$ cat config.mk
export PLATFORM = sky130hd
export DESIGN_NAME = bencode_stream_parser_top
export DESIGN_NICKNAME = d
export VERILOG_FILES = /design/src/design/bsp_pkg.sv /design/src/design/bsp_ram.sv /design/src/design/bsp_front.sv /design/src/design/bsp_evq.sv /design/src/design/bsp_back.sv /design/src/design/bencode_stream_parser_top.sv
export SDC_FILE = /design/constraint.sdc
export NUM_CORES = 2
export LEC_CHECK = 0
export BUFFER_PORTS_ARGS = -buffer_cell sky130_fd_sc_hd__buf_2
export CORE_MARGIN = 4
export CORE_UTILIZATION = 25
export DETAILED_ROUTE_END_ITERATION = 10
export PLACE_DENSITY = 0.51
export REMOVE_ABC_BUFFERS = 1
export SYNTH_ARGS = -nofsm -noshare
export SYNTH_HDL_FRONTEND = slang
export SYNTH_SLANG_ARGS = --single-unit
export TNS_END_PERCENT = 30
$ cat constraint.sdc
create_clock -name clk -period 26.7 [get_ports clk]
set_input_delay 6.675 -clock clk [delete_from_list [all_inputs] [get_ports clk]]
set_output_delay 6.675 -clock clk [all_outputs]
set_load 0.005 [all_outputs]
$ cat src/design/bsp_pkg.sv
// shared types, codes and sizes of the bencode stream parser
`default_nettype none
package bsp_pkg;

    localparam int STACK_DEPTH = 64;
    localparam int CNT_W       = $clog2(STACK_DEPTH + 1);
    localparam int CMP_W       = (CNT_W > 7) ? CNT_W : 7;
    localparam int QDEPTH      = 4;
    localparam int QPTR_W      = $clog2(QDEPTH);
    localparam int QCNT_W      = $clog2(QDEPTH + 1);
    localparam int MAXEV       = 3;
    localparam int ACC_W       = 63;

    localparam logic [6:0] DEPTH_LIMIT_RST = 7'd50;

    localparam logic [1:0] REQ_DATA    = 2'd0;
    localparam logic [1:0] REQ_CHECK   = 2'd1;
    localparam logic [1:0] REQ_RESTART = 2'd2;

    localparam logic [1:0] N_BOTTOM = 2'd0;
    localparam logic [1:0] N_KEY    = 2'd1;
    localparam logic [1:0] N_VAL    = 2'd2;
    localparam logic [1:0] N_LIST   = 2'd3;

    localparam logic [2:0] K_BEGIN  = 3'd0;
    localparam logic [2:0] K_END    = 3'd1;
    localparam logic [2:0] K_CHARS  = 3'd2;
    localparam logic [2:0] K_NUMBER = 3'd3;
    localparam logic [2:0] K_ERROR  = 3'd4;
    localparam logic [2:0] K_PASS   = 3'd5;

    localparam logic [2:0] E_DICT   = 3'd0;
    localparam logic [2:0] E_KEY    = 3'd1;
    localparam logic [2:0] E_DVAL   = 3'd2;
    localparam logic [2:0] E_LIST   = 3'd3;
    localparam logic [2:0] E_ITEM   = 3'd4;
    localparam logic [2:0] E_STRING = 3'd5;
    localparam logic [2:0] E_NUMBER = 3'd6;

    localparam logic [2:0] ERR_NONE      = 3'd0;
    localparam logic [2:0] ERR_VAL_START = 3'd1;
    localparam logic [2:0] ERR_LEN_OVF   = 3'd2;
    localparam logic [2:0] ERR_BAD_LEN   = 3'd3;
    localparam logic [2:0] ERR_NUM_OVF   = 3'd4;
    localparam logic [2:0] ERR_BAD_NUM   = 3'd5;
    localparam logic [2:0] ERR_TOO_DEEP  = 3'd6;
    localparam logic [2:0] ERR_PREMATURE = 3'd7;

    localparam logic [7:0] CH_ZERO  = 8'h30;
    localparam logic [7:0] CH_NINE  = 8'h39;
    localparam logic [7:0] CH_E     = 8'h65;
    localparam logic [7:0] CH_COLON = 8'h3a;
    localparam logic [7:0] CH_D     = 8'h64;
    localparam logic [7:0] CH_L     = 8'h6c;
    localparam logic [7:0] CH_I     = 8'h69;
    localparam logic [7:0] CH_PLUS  = 8'h2b;
    localparam logic [7:0] CH_MINUS = 8'h2d;

    typedef struct packed {
        logic [2:0] kind;
        logic [2:0] etype;
        logic [2:0] err;
    } ev_t;

    typedef struct packed {
        logic [1:0]            n;
        ev_t [MAXEV-1:0]       ev;
        logic [7:0]            chr;
        logic                  cnt;
        logic [63:0]           num;
    } bundle_t;

    function automatic ev_t mk_ev(input logic [2:0] kind, input logic [2:0] etype,
                                  input logic [2:0] err);
        ev_t e;
        e.kind  = kind;
        e.etype = etype;
        e.err   = err;
        return e;
    endfunction

endpackage
`default_nettype wire

$ cat src/design/bsp_ram.sv
// generic single-write ram with registered read
`default_nettype none
module bsp_ram #(
    parameter int WIDTH = 2,
    parameter int DEPTH = 64
) (
    input  wire logic                     clk,
    input  wire logic                     we,
    input  wire logic [$clog2(DEPTH)-1:0] waddr,
    input  wire logic [WIDTH-1:0]         wdata,
    input  wire logic [$clog2(DEPTH)-1:0] raddr,
    output logic      [WIDTH-1:0]         rdata
);

    logic [WIDTH-1:0] mem [DEPTH];

    always_ff @(posedge clk)
    begin
        if (we)
        begin
            mem[waddr] <= wdata;
        end
        rdata <= mem[raddr];
    end

endmodule
`default_nettype wire

$ cat src/design/bsp_front.sv
// front part: byte parsing, nesting stack, accumulators, event bundles
`default_nettype none
module bsp_front (
    input  wire logic                clk,
    input  wire logic                rst_n,
    input  wire logic                in_valid,
    output logic                     in_ready,
    input  wire logic [1:0]          req_type,
    input  wire logic [7:0]          data_byte,
    input  wire logic                cfg_valid,
    output logic                     cfg_ready,
    input  wire logic [6:0]          cfg_data,
    input  wire logic                q_full,
    output logic                     q_push,
    output bsp_pkg::bundle_t         q_data
);

    typedef enum logic [9:0] {
        ST_FINISH   = 10'b0000000001,
        ST_ERROR    = 10'b0000000010,
        ST_INITIAL  = 10'b0000000100,
        ST_VALUE    = 10'b0000001000,
        ST_DICT_KEY = 10'b0000010000,
        ST_LIST     = 10'b0000100000,
        ST_STR_LEN  = 10'b0001000000,
        ST_STRING   = 10'b0010000000,
        ST_NUM_SIGN = 10'b0100000000,
        ST_NUMBER   = 10'b1000000000
    } state_t;

    localparam int SADDR_W = $clog2(bsp_pkg::STACK_DEPTH);
    localparam int CNT_W   = bsp_pkg::CNT_W;
    localparam int CMP_W   = bsp_pkg::CMP_W;
    localparam int ACC_W   = bsp_pkg::ACC_W;

    state_t                 state_reg, state_next;
    logic [CNT_W-1:0]       count_reg, count_next;
    logic [1:0]             top_reg, top_next;
    logic [ACC_W-1:0]       len_reg, len_next;
    logic [ACC_W-1:0]       mag_reg, mag_next;
    logic                   neg_reg, neg_next;
    logic                   dig_reg, dig_next;
    logic [2:0]             err_reg, err_next;
    logic [6:0]             limit_reg;
    logic                   byp_valid_reg;
    logic [1:0]             byp_data_reg;

    logic                   fire;
    logic                   push_w;
    logic [1:0]             ram_rdata;
    logic [1:0]             below;
    logic [SADDR_W-1:0]     waddr;
    logic [SADDR_W-1:0]     raddr;
    logic [CNT_W-1:0]       wsum;
    logic [CNT_W-1:0]       rsum;
    logic [CMP_W-1:0]       lim;
    logic                   push_ok;
    logic                   is_dig;
    logic [3:0]             dval;
    logic [ACC_W-1:0]       acc_src;
    logic [ACC_W+3:0]       mul_sum;
    logic                   mul_ovf;
    logic [ACC_W-1:0]       rem;
    logic [63:0]            num_val;
    logic [2:0]             ct;
    logic                   ve_has;
    bsp_pkg::ev_t           ve_ev;
    state_t                 ve_state;
    logic                   ve_pop;
    logic [1:0]             ve_top;
    bsp_pkg::bundle_t       b;
    logic                   do_ve;
    logic                   do_bv;
    logic                   do_push;
    logic [1:0]             push_code;

    assign fire      = in_valid && in_ready;
    assign in_ready  = !q_full;
    assign cfg_ready = 1'b1;
    assign below     = byp_valid_reg ? byp_data_reg : ram_rdata;
    assign push_w    = fire && do_push && push_ok;

    assign wsum  = count_reg - CNT_W'(1);
    assign waddr = wsum[SADDR_W-1:0];
    assign rsum  = count_next - CNT_W'(2);
    assign raddr = rsum[SADDR_W-1:0];

    bsp_ram #(
        .WIDTH (2),
        .DEPTH (bsp_pkg::STACK_DEPTH)
    ) u_stack (
        .clk   (clk),
        .we    (push_w),
        .waddr (waddr),
        .wdata (top_reg),
        .raddr (raddr),
        .rdata (ram_rdata)
    );

    always_comb
    begin
        if (CMP_W'(limit_reg) > CMP_W'(bsp_pkg::STACK_DEPTH))
        begin
            lim = CMP_W'(bsp_pkg::STACK_DEPTH);
        end
        else
        begin
            lim = CMP_W'(limit_reg);
        end
        push_ok = CMP_W'(count_reg) < lim;
    end

    // digit accumulate, shared by length and number
    always_comb
    begin
        is_dig  = (data_byte >= bsp_pkg::CH_ZERO) && (data_byte <= bsp_pkg::CH_NINE);
        dval    = 4'(data_byte - bsp_pkg::CH_ZERO);
        acc_src = (state_reg == ST_NUMBER) ? mag_reg : len_reg;
        mul_sum = {1'b0, acc_src, 3'b000} + {3'b000, acc_src, 1'b0}
                + {{ACC_W{1'b0}}, dval};
        mul_ovf = |mul_sum[ACC_W+3:ACC_W];
        rem     = (len_reg != '0) ? len_reg - ACC_W'(1) : len_reg;
        num_val = neg_reg ? (64'd0 - {1'b0, mag_reg}) : {1'b0, mag_reg};
        ct      = (top_reg == bsp_pkg::N_KEY) ? bsp_pkg::E_KEY : bsp_pkg::E_STRING;
    end

    // close of a value, set by the enclosing entry
    always_comb
    begin
        ve_has   = 1'b0;
        ve_ev    = bsp_pkg::mk_ev(bsp_pkg::K_END, bsp_pkg::E_DVAL, bsp_pkg::ERR_NONE);
        ve_state = ST_FINISH;
        ve_pop   = 1'b0;
        ve_top   = top_reg;
        unique case (top_reg)
            bsp_pkg::N_KEY:
            begin
                ve_has   = 1'b1;
                ve_ev    = bsp_pkg::mk_ev(bsp_pkg::K_BEGIN, bsp_pkg::E_DVAL,
                                          bsp_pkg::ERR_NONE);
                ve_state = ST_VALUE;
                ve_top   = bsp_pkg::N_VAL;
            end
            bsp_pkg::N_VAL:
            begin
                ve_has   = 1'b1;
                ve_state = ST_DICT_KEY;
                ve_pop   = 1'b1;
            end
            bsp_pkg::N_LIST:
            begin
                ve_has   = 1'b1;
                ve_ev    = bsp_pkg::mk_ev(bsp_pkg::K_END, bsp_pkg::E_ITEM,
                                          bsp_pkg::ERR_NONE);
                ve_state = ST_LIST;
                ve_pop   = 1'b1;
            end
            default:
            begin
                ve_has = 1'b0;
            end
        endcase
    end

    always_comb
    begin
        state_next = state_reg;
        count_next = count_reg;
        top_next   = top_reg;
        len_next   = len_reg;
        mag_next   = mag_reg;
        neg_next   = neg_reg;
        dig_next   = dig_reg;
        err_next   = err_reg;
        b          = '0;
        do_ve      = 1'b0;
        do_bv      = 1'b0;
        do_push    = 1'b0;
        push_code  = bsp_pkg::N_LIST;

        if (req_type == bsp_pkg::REQ_DATA)
        begin
            unique case (state_reg)
                ST_ERROR:
                begin
                    b.ev[b.n] = bsp_pkg::mk_ev(bsp_pkg::K_ERROR, 3'd0, err_reg);
                    b.n = b.n + 2'd1;
                end
                ST_LIST:
                begin
                    if (data_byte == bsp_pkg::CH_E)
                    begin
                        b.ev[b.n] = bsp_pkg::mk_ev(bsp_pkg::K_END, bsp_pkg::E_LIST,
                                                   bsp_pkg::ERR_NONE);
                        b.n = b.n + 2'd1;
                        do_ve = 1'b1;
                    end
                    else
                    begin
                        do_push   = 1'b1;
                        push_code = bsp_pkg::N_LIST;
                        if (push_ok)
                        begin
                            b.ev[b.n] = bsp_pkg::mk_ev(bsp_pkg::K_BEGIN,
                                                       bsp_pkg::E_ITEM,
                                                       bsp_pkg::ERR_NONE);
                            b.n = b.n + 2'd1;
                            do_bv = 1'b1;
                        end
                    end
                end
                ST_INITIAL, ST_VALUE:
                begin
                    do_bv = 1'b1;
                end
                ST_DICT_KEY:
                begin
                    if (data_byte == bsp_pkg::CH_E)
                    begin
                        b.ev[b.n] = bsp_pkg::mk_ev(bsp_pkg::K_END, bsp_pkg::E_DICT,
                                                   bsp_pkg::ERR_NONE);
                        b.n = b.n + 2'd1;
                        do_ve = 1'b1;
                    end
                    else
                    begin
                        do_push   = 1'b1;
                        push_code = bsp_pkg::N_KEY;
                        if (push_ok)
                        begin
                            b.ev[b.n] = bsp_pkg::mk_ev(bsp_pkg::K_BEGIN,
                                                       bsp_pkg::E_KEY,
                                                       bsp_pkg::ERR_NONE);
                            b.n = b.n + 2'd1;
                            if (is_dig)
                            begin
                                len_next   = {{(ACC_W-4){1'b0}}, dval};
                                dig_next   = 1'b1;
                                state_next = ST_STR_LEN;
                            end
                            else
                            begin
                                err_next   = bsp_pkg::ERR_BAD_LEN;
                                state_next = ST_ERROR;
                                b.ev[b.n]  = bsp_pkg::mk_ev(bsp_pkg::K_ERROR, 3'd0,
                                                            bsp_pkg::ERR_BAD_LEN);
                                b.n = b.n + 2'd1;
                            end
                        end
                    end
                end
                ST_STR_LEN:
                begin
                    if (is_dig)
                    begin
                        if (mul_ovf)
                        begin
                            err_next   = bsp_pkg::ERR_LEN_OVF;
                            state_next = ST_ERROR;
                            b.ev[b.n]  = bsp_pkg::mk_ev(bsp_pkg::K_ERROR, 3'd0,
                                                        bsp_pkg::ERR_LEN_OVF);
                            b.n = b.n + 2'd1;
                        end
                        else
                        begin
                            len_next = mul_sum[ACC_W-1:0];
                            dig_next = 1'b1;
                        end
                    end
                    else if (data_byte == bsp_pkg::CH_COLON && dig_reg)
                    begin
                        state_next = ST_STRING;
                        if (len_reg == '0)
                        begin
                            b.ev[b.n] = bsp_pkg::mk_ev(bsp_pkg::K_CHARS, ct,
                                                       bsp_pkg::ERR_NONE);
                            b.n = b.n + 2'd1;
                            b.ev[b.n] = bsp_pkg::mk_ev(bsp_pkg::K_END, ct,
                                                       bsp_pkg::ERR_NONE);
                            b.n = b.n + 2'd1;
                            do_ve = 1'b1;
                        end
                    end
                    else
                    begin
                        err_next   = bsp_pkg::ERR_BAD_LEN;
                        state_next = ST_ERROR;
                        b.ev[b.n]  = bsp_pkg::mk_ev(bsp_pkg::K_ERROR, 3'd0,
                                                    bsp_pkg::ERR_BAD_LEN);
                        b.n = b.n + 2'd1;
                    end
                end
                ST_STRING:
                begin
                    b.ev[b.n] = bsp_pkg::mk_ev(bsp_pkg::K_CHARS, ct, bsp_pkg::ERR_NONE);
                    b.n   = b.n + 2'd1;
                    b.chr = data_byte;
                    b.cnt = 1'b1;
                    len_next = rem;
                    if (rem == '0)
                    begin
                        b.ev[b.n] = bsp_pkg::mk_ev(bsp_pkg::K_END, ct, bsp_pkg::ERR_NONE);
                        b.n = b.n + 2'd1;
                        do_ve = 1'b1;
                    end
                end
                ST_NUM_SIGN:
                begin
                    if (data_byte == bsp_pkg::CH_PLUS)
                    begin
                        neg_next   = 1'b0;
                        state_next = ST_NUMBER;
                    end
                    else if (data_byte == bsp_pkg::CH_MINUS)
                    begin
                        neg_next   = 1'b1;
                        state_next = ST_NUMBER;
                    end
                    else if (is_dig)
                    begin
                        mag_next   = {{(ACC_W-4){1'b0}}, dval};
                        dig_next   = 1'b1;
                        state_next = ST_NUMBER;
                    end
                    else
                    begin
                        err_next   = bsp_pkg::ERR_BAD_NUM;
                        state_next = ST_ERROR;
                        b.ev[b.n]  = bsp_pkg::mk_ev(bsp_pkg::K_ERROR, 3'd0,
                                                    bsp_pkg::ERR_BAD_NUM);
                        b.n = b.n + 2'd1;
                    end
                end
                ST_NUMBER:
                begin
                    if (is_dig)
                    begin
                        if (mul_ovf)
                        begin
                            err_next   = bsp_pkg::ERR_NUM_OVF;
                            state_next = ST_ERROR;
                            b.ev[b.n]  = bsp_pkg::mk_ev(bsp_pkg::K_ERROR, 3'd0,
                                                        bsp_pkg::ERR_NUM_OVF);
                            b.n = b.n + 2'd1;
                        end
                        else
                        begin
                            mag_next = mul_sum[ACC_W-1:0];
                            dig_next = 1'b1;
                        end
                    end
                    else if (data_byte == bsp_pkg::CH_E && dig_reg)
                    begin
                        b.ev[b.n] = bsp_pkg::mk_ev(bsp_pkg::K_NUMBER, bsp_pkg::E_NUMBER,
                                                   bsp_pkg::ERR_NONE);
                        b.n   = b.n + 2'd1;
                        b.num = num_val;
                        b.ev[b.n] = bsp_pkg::mk_ev(bsp_pkg::K_END, bsp_pkg::E_NUMBER,
                                                   bsp_pkg::ERR_NONE);
                        b.n = b.n + 2'd1;
                        do_ve = 1'b1;
                    end
                    else
                    begin
                        err_next   = bsp_pkg::ERR_BAD_NUM;
                        state_next = ST_ERROR;
                        b.ev[b.n]  = bsp_pkg::mk_ev(bsp_pkg::K_ERROR, 3'd0,
                                                    bsp_pkg::ERR_BAD_NUM);
                        b.n = b.n + 2'd1;
                    end
                end
                default:
                begin
                    b.n = 2'd0;
                end
            endcase

            // push onto the nesting stack
            if (do_push)
            begin
                if (push_ok)
                begin
                    top_next   = push_code;
                    count_next = count_reg + CNT_W'(1);
                end
                else
                begin
                    err_next   = bsp_pkg::ERR_TOO_DEEP;
                    state_next = ST_ERROR;
                    b.ev[b.n]  = bsp_pkg::mk_ev(bsp_pkg::K_ERROR, 3'd0,
                                                bsp_pkg::ERR_TOO_DEEP);
                    b.n = b.n + 2'd1;
                end
            end

            if (do_ve)
            begin
                state_next = ve_state;
                if (ve_has)
                begin
                    b.ev[b.n] = ve_ev;
                    b.n = b.n + 2'd1;
                end
                if (ve_pop)
                begin
                    count_next = count_reg - CNT_W'(1);
                    top_next   = below;
                end
                else
                begin
                    top_next = ve_top;
                end
            end

            // start of a value
            if (do_bv)
            begin
                if (data_byte == bsp_pkg::CH_D)
                begin
                    state_next = ST_DICT_KEY;
                    b.ev[b.n]  = bsp_pkg::mk_ev(bsp_pkg::K_BEGIN, bsp_pkg::E_DICT,
                                                bsp_pkg::ERR_NONE);
                    b.n = b.n + 2'd1;
                end
                else if (data_byte == bsp_pkg::CH_L)
                begin
                    state_next = ST_LIST;
                    b.ev[b.n]  = bsp_pkg::mk_ev(bsp_pkg::K_BEGIN, bsp_pkg::E_LIST,
                                                bsp_pkg::ERR_NONE);
                    b.n = b.n + 2'd1;
                end
                else if (data_byte == bsp_pkg::CH_I)
                begin
                    mag_next   = '0;
                    neg_next   = 1'b0;
                    dig_next   = 1'b0;
                    state_next = ST_NUM_SIGN;
                    b.ev[b.n]  = bsp_pkg::mk_ev(bsp_pkg::K_BEGIN, bsp_pkg::E_NUMBER,
                                                bsp_pkg::ERR_NONE);
                    b.n = b.n + 2'd1;
                end
                else if (is_dig)
                begin
                    len_next   = {{(ACC_W-4){1'b0}}, dval};
                    dig_next   = 1'b1;
                    state_next = ST_STR_LEN;
                    b.ev[b.n]  = bsp_pkg::mk_ev(bsp_pkg::K_BEGIN, bsp_pkg::E_STRING,
                                                bsp_pkg::ERR_NONE);
                    b.n = b.n + 2'd1;
                end
                else
                begin
                    err_next   = bsp_pkg::ERR_VAL_START;
                    state_next = ST_ERROR;
                    b.ev[b.n]  = bsp_pkg::mk_ev(bsp_pkg::K_ERROR, 3'd0,
                                                bsp_pkg::ERR_VAL_START);
                    b.n = b.n + 2'd1;
                end
            end
        end
        else if (req_type == bsp_pkg::REQ_CHECK)
        begin
            if (state_reg == ST_ERROR)
            begin
                b.ev[0] = bsp_pkg::mk_ev(bsp_pkg::K_ERROR, 3'd0, err_reg);
            end
            else if (state_reg == ST_FINISH || state_reg == ST_INITIAL)
            begin
                b.ev[0] = bsp_pkg::mk_ev(bsp_pkg::K_PASS, 3'd0, bsp_pkg::ERR_NONE);
            end
            else
            begin
                b.ev[0] = bsp_pkg::mk_ev(bsp_pkg::K_ERROR, 3'd0,
                                         bsp_pkg::ERR_PREMATURE);
            end
            b.n = 2'd1;
        end
        else if (req_type == bsp_pkg::REQ_RESTART)
        begin
            state_next = ST_INITIAL;
            count_next = CNT_W'(1);
            top_next   = bsp_pkg::N_BOTTOM;
            len_next   = '0;
            mag_next   = '0;
            neg_next   = 1'b0;
            dig_next   = 1'b0;
            err_next   = bsp_pkg::ERR_NONE;
        end

        if (!fire)
        begin
            state_next = state_reg;
            count_next = count_reg;
            top_next   = top_reg;
            len_next   = len_reg;
            mag_next   = mag_reg;
            neg_next   = neg_reg;
            dig_next   = dig_reg;
            err_next   = err_reg;
        end
    end

    assign q_push = fire && (b.n != 2'd0);
    assign q_data = b;

    always_ff @(posedge clk or negedge rst_n)
    begin
        if (!rst_n)
        begin
            state_reg     <= ST_INITIAL;
            count_reg     <= CNT_W'(1);
            top_reg       <= bsp_pkg::N_BOTTOM;
            len_reg       <= '0;
            mag_reg       <= '0;
            neg_reg       <= 1'b0;
            dig_reg       <= 1'b0;
            err_reg       <= bsp_pkg::ERR_NONE;
            limit_reg     <= bsp_pkg::DEPTH_LIMIT_RST;
            byp_valid_reg <= 1'b0;
            byp_data_reg  <= bsp_pkg::N_BOTTOM;
        end
        else
        begin
            state_reg     <= state_next;
            count_reg     <= count_next;
            top_reg       <= top_next;
            len_reg       <= len_next;
            mag_reg       <= mag_next;
            neg_reg       <= neg_next;
            dig_reg       <= dig_next;
            err_reg       <= err_next;
            byp_valid_reg <= push_w;
            if (push_w)
            begin
                byp_data_reg <= top_reg;
            end
            if (cfg_valid && cfg_ready)
            begin
                limit_reg <= cfg_data;
            end
        end
    end

`ifndef SYNTHESIS
    a_count_range: assert property (@(posedge clk) disable iff (!rst_n)
        count_reg >= CNT_W'(1) && CMP_W'(count_reg) <= CMP_W'(bsp_pkg::STACK_DEPTH))
        else $error("stack count out of range");

    a_restart: assert property (@(posedge clk) disable iff (!rst_n)
        fire && req_type == bsp_pkg::REQ_RESTART |=>
            state_reg == ST_INITIAL && count_reg == CNT_W'(1))
        else $error("restart did not clear parser");
`endif

endmodule
`default_nettype wire

$ cat src/design/bsp_evq.sv
// short queue of event bundles between front and back
`default_nettype none
module bsp_evq (
    input  wire logic             clk,
    input  wire logic             rst_n,
    input  wire logic             push,
    input  wire bsp_pkg::bundle_t push_data,
    output logic                  full,
    input  wire logic             pop,
    output logic                  head_valid,
    output bsp_pkg::bundle_t      head
);

    localparam int QPTR_W = bsp_pkg::QPTR_W;
    localparam int QCNT_W = bsp_pkg::QCNT_W;

    bsp_pkg::bundle_t        slots_reg [bsp_pkg::QDEPTH];
    logic [QPTR_W-1:0]       wr_reg;
    logic [QPTR_W-1:0]       rd_reg;
    logic [QCNT_W-1:0]       cnt_reg;
    logic                    do_pop;

    assign full       = cnt_reg == QCNT_W'(bsp_pkg::QDEPTH);
    assign head_valid = cnt_reg != '0;
    assign head       = slots_reg[rd_reg];
    assign do_pop     = pop && head_valid;

    always_ff @(posedge clk)
    begin
        if (push)
        begin
            slots_reg[wr_reg] <= push_data;
        end
    end

    always_ff @(posedge clk or negedge rst_n)
    begin
        if (!rst_n)
        begin
            wr_reg  <= '0;
            rd_reg  <= '0;
            cnt_reg <= '0;
        end
        else
        begin
            if (push)
            begin
                wr_reg <= wr_reg + QPTR_W'(1);
            end
            if (do_pop)
            begin
                rd_reg <= rd_reg + QPTR_W'(1);
            end
            if (push && !do_pop)
            begin
                cnt_reg <= cnt_reg + QCNT_W'(1);
            end
            else if (!push && do_pop)
            begin
                cnt_reg <= cnt_reg - QCNT_W'(1);
            end
        end
    end

`ifndef SYNTHESIS
    a_no_overflow: assert property (@(posedge clk) disable iff (!rst_n)
        full |-> !push || do_pop)
        else $error("push into full event queue");
`endif

endmodule
`default_nettype wire

$ cat src/design/bsp_back.sv
// back part: splits bundles into single events behind an output register
`default_nettype none
module bsp_back (
    input  wire logic             clk,
    input  wire logic             rst_n,
    input  wire logic             head_valid,
    input  wire bsp_pkg::bundle_t head,
    output logic                  pop,
    output logic                  out_valid,
    input  wire logic             out_ready,
    output logic [2:0]            event_kind,
    output logic [2:0]            element_type,
    output logic [7:0]            char_byte,
    output logic                  char_count,
    output logic signed [63:0]    number_value,
    output logic [2:0]            error_code,
    output logic                  last_of_run
);

    logic [1:0]          idx_reg;
    logic                out_valid_reg;
    logic [2:0]          kind_reg;
    logic [2:0]          etype_reg;
    logic [7:0]          chr_reg;
    logic                cnt_reg;
    logic [63:0]         num_reg;
    logic [2:0]          err_reg;
    logic                last_reg;
    logic                load;
    logic                is_last;
    bsp_pkg::ev_t        cur;

    assign load    = head_valid && (!out_valid_reg || out_ready);
    assign cur     = head.ev[idx_reg];
    assign is_last = idx_reg == (head.n - 2'd1);
    assign pop     = load && is_last;

    always_ff @(posedge clk or negedge rst_n)
    begin
        if (!rst_n)
        begin
            idx_reg       <= 2'd0;
            out_valid_reg <= 1'b0;
        end
        else
        begin
            if (load)
            begin
                out_valid_reg <= 1'b1;
                idx_reg       <= is_last ? 2'd0 : idx_reg + 2'd1;
            end
            else if (out_ready)
            begin
                out_valid_reg <= 1'b0;
            end
        end
    end

    always_ff @(posedge clk)
    begin
        if (load)
        begin
            kind_reg  <= cur.kind;
            etype_reg <= cur.etype;
            err_reg   <= cur.err;
            chr_reg   <= (cur.kind == bsp_pkg::K_CHARS) ? head.chr : 8'd0;
            cnt_reg   <= (cur.kind == bsp_pkg::K_CHARS) && head.cnt;
            num_reg   <= (cur.kind == bsp_pkg::K_NUMBER) ? head.num : 64'd0;
            last_reg  <= is_last;
        end
    end

    assign out_valid    = out_valid_reg;
    assign event_kind   = kind_reg;
    assign element_type = etype_reg;
    assign char_byte    = chr_reg;
    assign char_count   = cnt_reg;
    assign number_value = num_reg;
    assign error_code   = err_reg;
    assign last_of_run  = last_reg;

`ifndef SYNTHESIS
    a_idx_in_bundle: assert property (@(posedge clk) disable iff (!rst_n)
        head_valid |-> idx_reg < head.n)
        else $error("event index past bundle size");
`endif

endmodule
`default_nettype wire

$ cat src/design/bencode_stream_parser_top.sv
// top level of the bencode stream parser
//
// channel  direction  handshake             beat
// in       in         in_valid/in_ready     req_type, data_byte
// cfg      in         cfg_valid/cfg_ready   cfg_data (depth_limit)
// out      out        out_valid/out_ready   event_kind .. last_of_run
//
// one input beat per cycle while the queue is not full; the parser updates its state in that cycle
// a beat yields up to three events into a four-bundle queue
// the output side drains one event per cycle while out_ready is high, so sustained rate
// is one byte per cycle while each byte gives one event, slower by the extra events otherwise
// the nesting stack sits in a ram with the top entry held in a register
// reset is asynchronous, active low; no clearing pass is needed
`default_nettype none
module bencode_stream_parser_top (
    input  wire logic               clk,
    input  wire logic               rst_n,
    input  wire logic               in_valid,
    output logic                    in_ready,
    input  wire logic [1:0]         req_type,
    input  wire logic [7:0]         data_byte,
    input  wire logic               cfg_valid,
    output logic                    cfg_ready,
    input  wire logic [6:0]         cfg_data,
    output logic                    out_valid,
    input  wire logic               out_ready,
    output logic [2:0]              event_kind,
    output logic [2:0]              element_type,
    output logic [7:0]              char_byte,
    output logic                    char_count,
    output logic signed [63:0]      number_value,
    output logic [2:0]              error_code,
    output logic                    last_of_run
);

    logic               q_full;
    logic               q_push;
    bsp_pkg::bundle_t   q_data;
    logic               q_pop;
    logic               head_valid;
    bsp_pkg::bundle_t   head;

    bsp_front u_front (
        .clk       (clk),
        .rst_n     (rst_n),
        .in_valid  (in_valid),
        .in_ready  (in_ready),
        .req_type  (req_type),
        .data_byte (data_byte),
        .cfg_valid (cfg_valid),
        .cfg_ready (cfg_ready),
        .cfg_data  (cfg_data),
        .q_full    (q_full),
        .q_push    (q_push),
        .q_data    (q_data)
    );

    bsp_evq u_evq (
        .clk        (clk),
        .rst_n      (rst_n),
        .push       (q_push),
        .push_data  (q_data),
        .full       (q_full),
        .pop        (q_pop),
        .head_valid (head_valid),
        .head       (head)
    );

    bsp_back u_back (
        .clk          (clk),
        .rst_n        (rst_n),
        .head_valid   (head_valid),
        .head         (head),
        .pop          (q_pop),
        .out_valid    (out_valid),
        .out_ready    (out_ready),
        .event_kind   (event_kind),
        .element_type (element_type),
        .char_byte    (char_byte),
        .char_count   (char_count),
        .number_value (number_value),
        .error_code   (error_code),
        .last_of_run  (last_of_run)
    );

endmodule
`default_nettype wire
Yosys cells after proc, flatten, opt, wreduce, memory -nomap -nowiden
Memory sizes are Yosys's and may differ from the RTL's. A register that Yosys moved wholly into a read port is not among the register bits.
Cells that the tools add are included.
{ "word_totals": {"inputBits": 22, "regBits": 253, "mem_bits_rw": 536, "n_memories": 2, "wordCells": 361, "latch_bits": 0, "out_inout_bits": 86, "mem_bits_ro": 0} }
{ "mem_list": {"columns": ["memory", "depth", "word_bits", "rd", "rd_ports_with_merged_regs", "wr", "line_no", "text"], "rows": [
  ["u_evq.slots_reg", 4, 102, 1, 0, 1, "bsp_evq.sv:17", "bsp_pkg::bundle_t slots_reg [bsp_pkg::QDEPTH];"],
  ["u_front.u_stack.mem", 64, 2, 1, 1, 1, "bsp_ram.sv:15", "logic [WIDTH-1:0] mem [DEPTH];"]
]} }
{ "op_classes": {"magnitude_cmp": 11, "n_mux": 222, "div": 0, "n_reduce_logical": 39, "n_shift": 0, "n_eq_ne": 30, "add_sub_neg": 17, "n_mul": 0, "n_bitwise": 17} }
{ "op_table": {"columns": ["operator", "n"], "rows": [
  ["$mux 63", 25],
  ["$mux 64", 4],
  ["$mux 9", 25],
  ["$mux 29", 7],
  ["$mux 10", 19],
  ["$pmux 63 s3", 1],
  ["$logic_not 63->1", 2],
  ["$pmux 63 s2", 1],
  ["$mux 27", 4],
  ["$mux 7", 14],
  ["$and 21x21->21", 4],
  ["$not 21->21", 4],
  ["$mux 3", 25],
  ["$mux 73", 1],
  ["$add 66x64->67", 1],
  ["$add 67x4->67", 1],
  ["$sub 1x63->64 const A", 1],
  ["$pmux 9 s7", 1],
  ["$reduce_bool 63->1", 1],
  ["$sub 63x1->63 const B", 1],
  ["$demux 9 s2", 3],
  ["$mux 2", 26],
  ["$mux 1", 50],
  ["$pmux 10 s4", 1],
  ["66 further kinds", 114]
]} }

Logic depth before layout (Yosys ltp)
{ "logic_depth": {"depth_word": 44, "ltp_mapped": 42, "ltp_nobuf": 38} }

Hierarchy
From an unflattened synthesis, not the netlist that was laid out.
{ "hier_totals": {"hier_cells": 3610, "hier_area_um2": 42792.3} }
{ "by_module_without_submodules": {"columns": ["mod", "area_each_um2", "instances", "seq_area_each_um2", "cells_per_inst"], "rows": [
  ["bsp_front", 18049.8, 1, 4010.1, 2495],
  ["bsp_evq", 15169.5, 1, 12426.9, 567],
  ["bsp_ram", 5489.0, 1, 3883.7, 315],
  ["bsp_back", 4083.9, 1, 2567.5, 233]
]} }

Worst setup path after synthesis
Ideal clock, no wire load.
{ "synth_timing": {"path_type": "input to register", "startpoint": "input port data_byte[3]", "endpoint": "memory u_evq.slots_reg[0][0] (netlist bit), enable pin", "required_ns": 26.231, "setup_ns": 0.469, "path_buffers": 1, "cell_stages": 27, "t_arrival_ns": 14.966, "path_slack_ns": 11.265, "cell_sequence": "fa_1 ha_1 a21o_1 a21oi_1 o21ai_0 a21oi_1 o21ai_0 and4_1 o211a_1 nor4_1 a211oi_1 a2111oi_1 nand2_1 clkbuf_1 a21oi_1 nand2_1 inv_1 ha_1 a21oi_1 inv_1 ha_1 mux2i_1 ha_1 nor2_1 nor3_1 a21boi_1 and2_1"} }
{ "synth_between": {"elab_chain_cells": 22, "elab_cells_between_ends": 54, "cone_classes": "5 x add/sub; 2 x order compare; 4 x eq/ne; 37 x mux; 6 x reduce/logical"} }
{ "synth_rtl": {"columns": ["item", "line_no", "text"], "rows": [
  ["start, declared", "bencode_stream_parser_top.sv:21", "input wire logic [7:0] data_byte,"],
  ["$sub 4x1->4, or another cell as far along", "bsp_front.sv:117", "dval = 4'(data_byte - bsp_pkg::CH_ZERO);"],
  ["$add 67x4->67 / $logic_and 1x1->1 (equally long branches)", "bsp_front.sv:120, bsp_front.sv:116", null],
  ["$reduce_or 4->1, or another cell as far along", "bsp_front.sv:121", "mul_ovf = |mul_sum[ACC_W+3:ACC_W];"],
  ["$mux 1, or another cell as far along", "bsp_front.sv:256, bsp_front.sv:338", null],
  ["$mux 2 (on tied branches)", null, null],
  ["$pmux 2 s7", "bsp_front.sv:183", "unique case (state_reg)"],
  ["$mux 2", "bsp_front.sv:181", "if (req_type == bsp_pkg::REQ_DATA)"],
  ["$add 2x1->2", "bsp_front.sv:392", "b.n = b.n + 2'd1;"],
  ["[... 7 more ...]", null, null],
  ["$add 2x1->2", null, null],
  ["$mux 29 *", "bsp_front.sv:416", "if (do_bv)"],
  ["$mux 2 *", "bsp_front.sv:181", null],
  ["$reduce_bool 2->1 *", "bsp_front.sv:503", "assign q_push = fire && (b.n != 2'd0);"],
  ["$logic_and 1x1->1 *", "bsp_front.sv:503", null],
  ["named net q_push", "bencode_stream_parser_top.sv:37", "logic q_push;"],
  ["$mux 1 *", "bsp_evq.sv:30", "if (push)"],
  ["$mux 1 (not written as such) *", "bsp_evq.sv:32", "slots_reg[wr_reg] <= push_data;"],
  ["end, declared", "bsp_evq.sv:17", null]
]} }
Mark *: on every way through the listed nets, which the timed path passes. The rest lies on a longest branch. The select of a mux whose other input is x is not followed.

Worst setup path after layout
{ "layout_timing": {"startpoint": "input port data_byte[3]", "endpoint": "memory u_evq.slots_reg[3][16] (netlist bit), enable pin"} }
Same word-level chain as after synthesis.

==> impl_metrics.yaml <==
clock_network:
  post_cts_resized: 0
  clock_latency_ns: 0.71
  cts_tree: "yes"
  clkSinkCount: 779
  htreeDepth: 3
  ctsHoldBuffers: 0
  postCtsSetupBuffers: 0
  clockRootBuffer: "clkbuf_16"
  numCtsBuffers: 87
  clock_path_buffers: 3
  clk_pin_slew_ns: 0.06
worst_hold_path:
  worstHoldStart: "u_front.err_reg[1]"
  min_to: "u_front.err_reg[1]"
  whs_path_depth: 2
  hp-class: "reg2reg"
die:
  die_w_um: 420
  coreArea_um2: 168000
  rows: 150
  initial_core_util_pct: 25.2
  die_area_um2: 176000
  ioPinCount: 108
  die_y_um: 420
setup_path:
  cp_slowest_cell: "a2111oi_0"
  critPathCaptureType: "flop"
  r2r-start: "u_front.state_reg[0]"
  worstReg2RegEnd: "u_evq.slots_reg[3][16]"
  timing.reg2reg.setup_slack_ns: 15.66
  critPathMaxFanout: 55
  critPathTopFamily: "compound AO/OA/AOI/OAI gates"
  crit_buf_inv: 7
  critical_path.max_stage_delay_ns: 0.81
  required_ns: 26.99
  worstSetupPathType: "in2reg"
  arrival_ns: 15.41
  startpoint_type: "primary input"
  timing.reg2reg.worst_path_depth: 35
finish:
  fin_util_pct: 28.6
  nets: 4021
  final_cells: 6123
  synthToLayoutAreaGrowth_pct: 13.5
  drive_gt1_share_pct: 12.3
  largest_register_ffs: 396
  antenna_cells: 0
logic_synthesis:
  yosys.area.top_type: "edfxtp_1"
  yosys_warnings: 0
  synth_xor_area_share_pct: 3.41
  synth-compound-area-share_pct: 13.2
  ys_ff_latch: 779
  synth_top_cell_area_share_pct: 43.0
  netlist_instances: 3851
  yosysMostFrequentCell: "edfxtp_1"
  synth_top_family_by_area: "simple AND/OR/NAND/NOR gates"
  synth_edf_count: 607
  synth_adder_area_share_pct: 4.57
  synthMuxAreaShare_pct: 7.22
  synth.avg_cell_area_um2: 11.0
  yosysUniqueCellTypes: 101
  async_reset_ff_share_pct: 21.8
  synth_commonest_cells: "edfxtp_1 (607), nand2_1 (514), nor2_1 (333)"
  syn_area_um2: 42400
  yosys.area_share.simple_pct: 15.4
  synth_area_leaders: "edfxtp_1 (43%), dfrtp_1 (9.7%), mux4_2 (5.7%), nand2_1 (4.6%), ha_1 (4.4%)"
  ys_seq_area_share_pct: 53.2
  ys.flop_type: "edfxtp_1"
global_route:
  antenna_found_initial: 2
  grt_pass1_wl_mm: 200
  grt_max_degree: 75
  grtUsageTotal_pct: 14.7
  gr-total-overflow: 0
  grt_pass1_vias: 30974
drt:
  drt_wl_total_mm: 132
  wl_per_cell_um: 21.5
  ant_nets: 0
  drc: 0
  drtIter0Drc: 2938
  viasPerCell: 5.14
  vias: 31494
  first_pass_iters: 6
timing:
  finalHoldViolations: 0
  fin_crit_sh_pct: 56.6
  min_period_ns: 15.13
  slew_violations: 0
  rsz0062_at_grt: "false"
  worst_pin_slew_ns: 1.31
  slew_headroom_pct: 11.7
  max_freq_ghz: 0.0661
  finClkSkew_ns: 0.0520
  finalSetupTns_ns: 0
  timing.final.ws_setup_ns: 11.57
  setup_viol: 0
outcome:
  outcome: "complete, no violations"
placed_design:
  dp_cells: 5961
  pre_cts_slack_ns: 10.93
  gp_congestion: 0.930
  numPortBuffers: 106
  place_hpwl_mm: 90.5
pwr:
  total_power_w: 0.00430
  peakVddDrop_uv: 63.5
  power.static_leakage_nw: 18.7
  power_per_cell_area_nw_per_um2: 89.4
flow_run:
  cap_violations: 0
-- logic make-up (layout without fill, tap and decap cells) --
kind of cell,after synthesis,in the layout
AO/OA/AOI/OAI,875,875
other,1,1
XOR/XNOR,165,165
multiplexers,170,170
buffers and inverters,323,391
AND/OR/NAND/NOR,1385,1385
flip-flops,779,779
adder cells (fa/ha/maj),153,153
-- cell type report --
type | instances | area [um^2]
repair buffers | 161 | 965
fillers | 17366 | 120000
inverters | 68 | 255
clock buffers | 105 | 2260
well taps | 2204 | 2760
multi-input cells | 2749 | 18700
flip-flops and latches | 779 | 22500
clock inverters | 57 | 576
-- worst max-delay path by stage --
stage | start | to | slack, ns | depth (start not counted)
5_1_grt | data_byte[3] | u_evq.slots_reg[2][16] | 10.95 | 31
3_3_place_gp | data_byte[3] | u_evq.slots_reg[1][20] | 11.04 | 31
2_1_floorplan | data_byte[3] | u_evq.slots_reg[0][0] | 10.15 | 26
3_5_place_dp | data_byte[3] | u_evq.slots_reg[2][15] | 10.93 | 31
4_1_cts | data_byte[3] | u_evq.slots_reg[2][16] | 11.66 | 31
6_report | data_byte[3] | u_evq.slots_reg[3][16] | 11.57 | 31
-- report_power, final --
group          switching (W)  internal (W)  leakage, nW
Clock               0.000521      0.000680         1.36
Sequential         0.0000808       0.00148         8.03
Combinational       0.000998      0.000542         9.29
Total                0.00160       0.00270         18.7
-- cell usage in the layout (no fill, tap or decap), types with 37 or more instances in the layout --
cell type,synthesis,routed
nor2_1,333,328
buf_2,17,105
buf_4,1,54
a22o_1,48,48
nor4_1,44,44
mux4_2,107,107
mux2i_1,49,49
edfxtp_1,607,607
inv_1,66,66
nand2_1,514,510
and3_1,97,97
clkbuf_16,0,87
a21oi_1,224,223
dfrtp_1,165,160
nand3_1,92,90
nor3_1,74,73
xor2_1,98,98
o21ai_0,242,241
nand4_1,44,44
xnor2_1,67,67
or3_1,37,37
a21o_1,53,53
ha_1,150,150
-- per-stage QoR --
| step | cell area (um^2) | hold slack [ns] |
|---|---|---|
| 5_1_grt | 48100 | 0.517 |
| 6_report | 48100 | 0.497 |
| 4_1_cts | 48100 | 0.495 |
| 3_5_place_dp | 45200 | 0.482 |
| 2_1_floorplan | 41400 | 0.450 |
| 3_3_place_gp | 45200 | 0.476 |
-- layer usage --
metal	GRT usage [%]	vias up	part of all wire [%]
met5	0	-	0
met4	5.47	0	3.6
met3	2.13	248	5.6
met2	23.1	1018	46
met1	20.4	15708	45
li1	-	14520	-
-- tightest hold or removal path, cell delays in order, from the launching register on --
cell and delay, ns:
dfrtp_1 0.35, nand2_1 0.05, o21ai_0 0.06
Note: power is estimated with default switching activity, not from simulation.
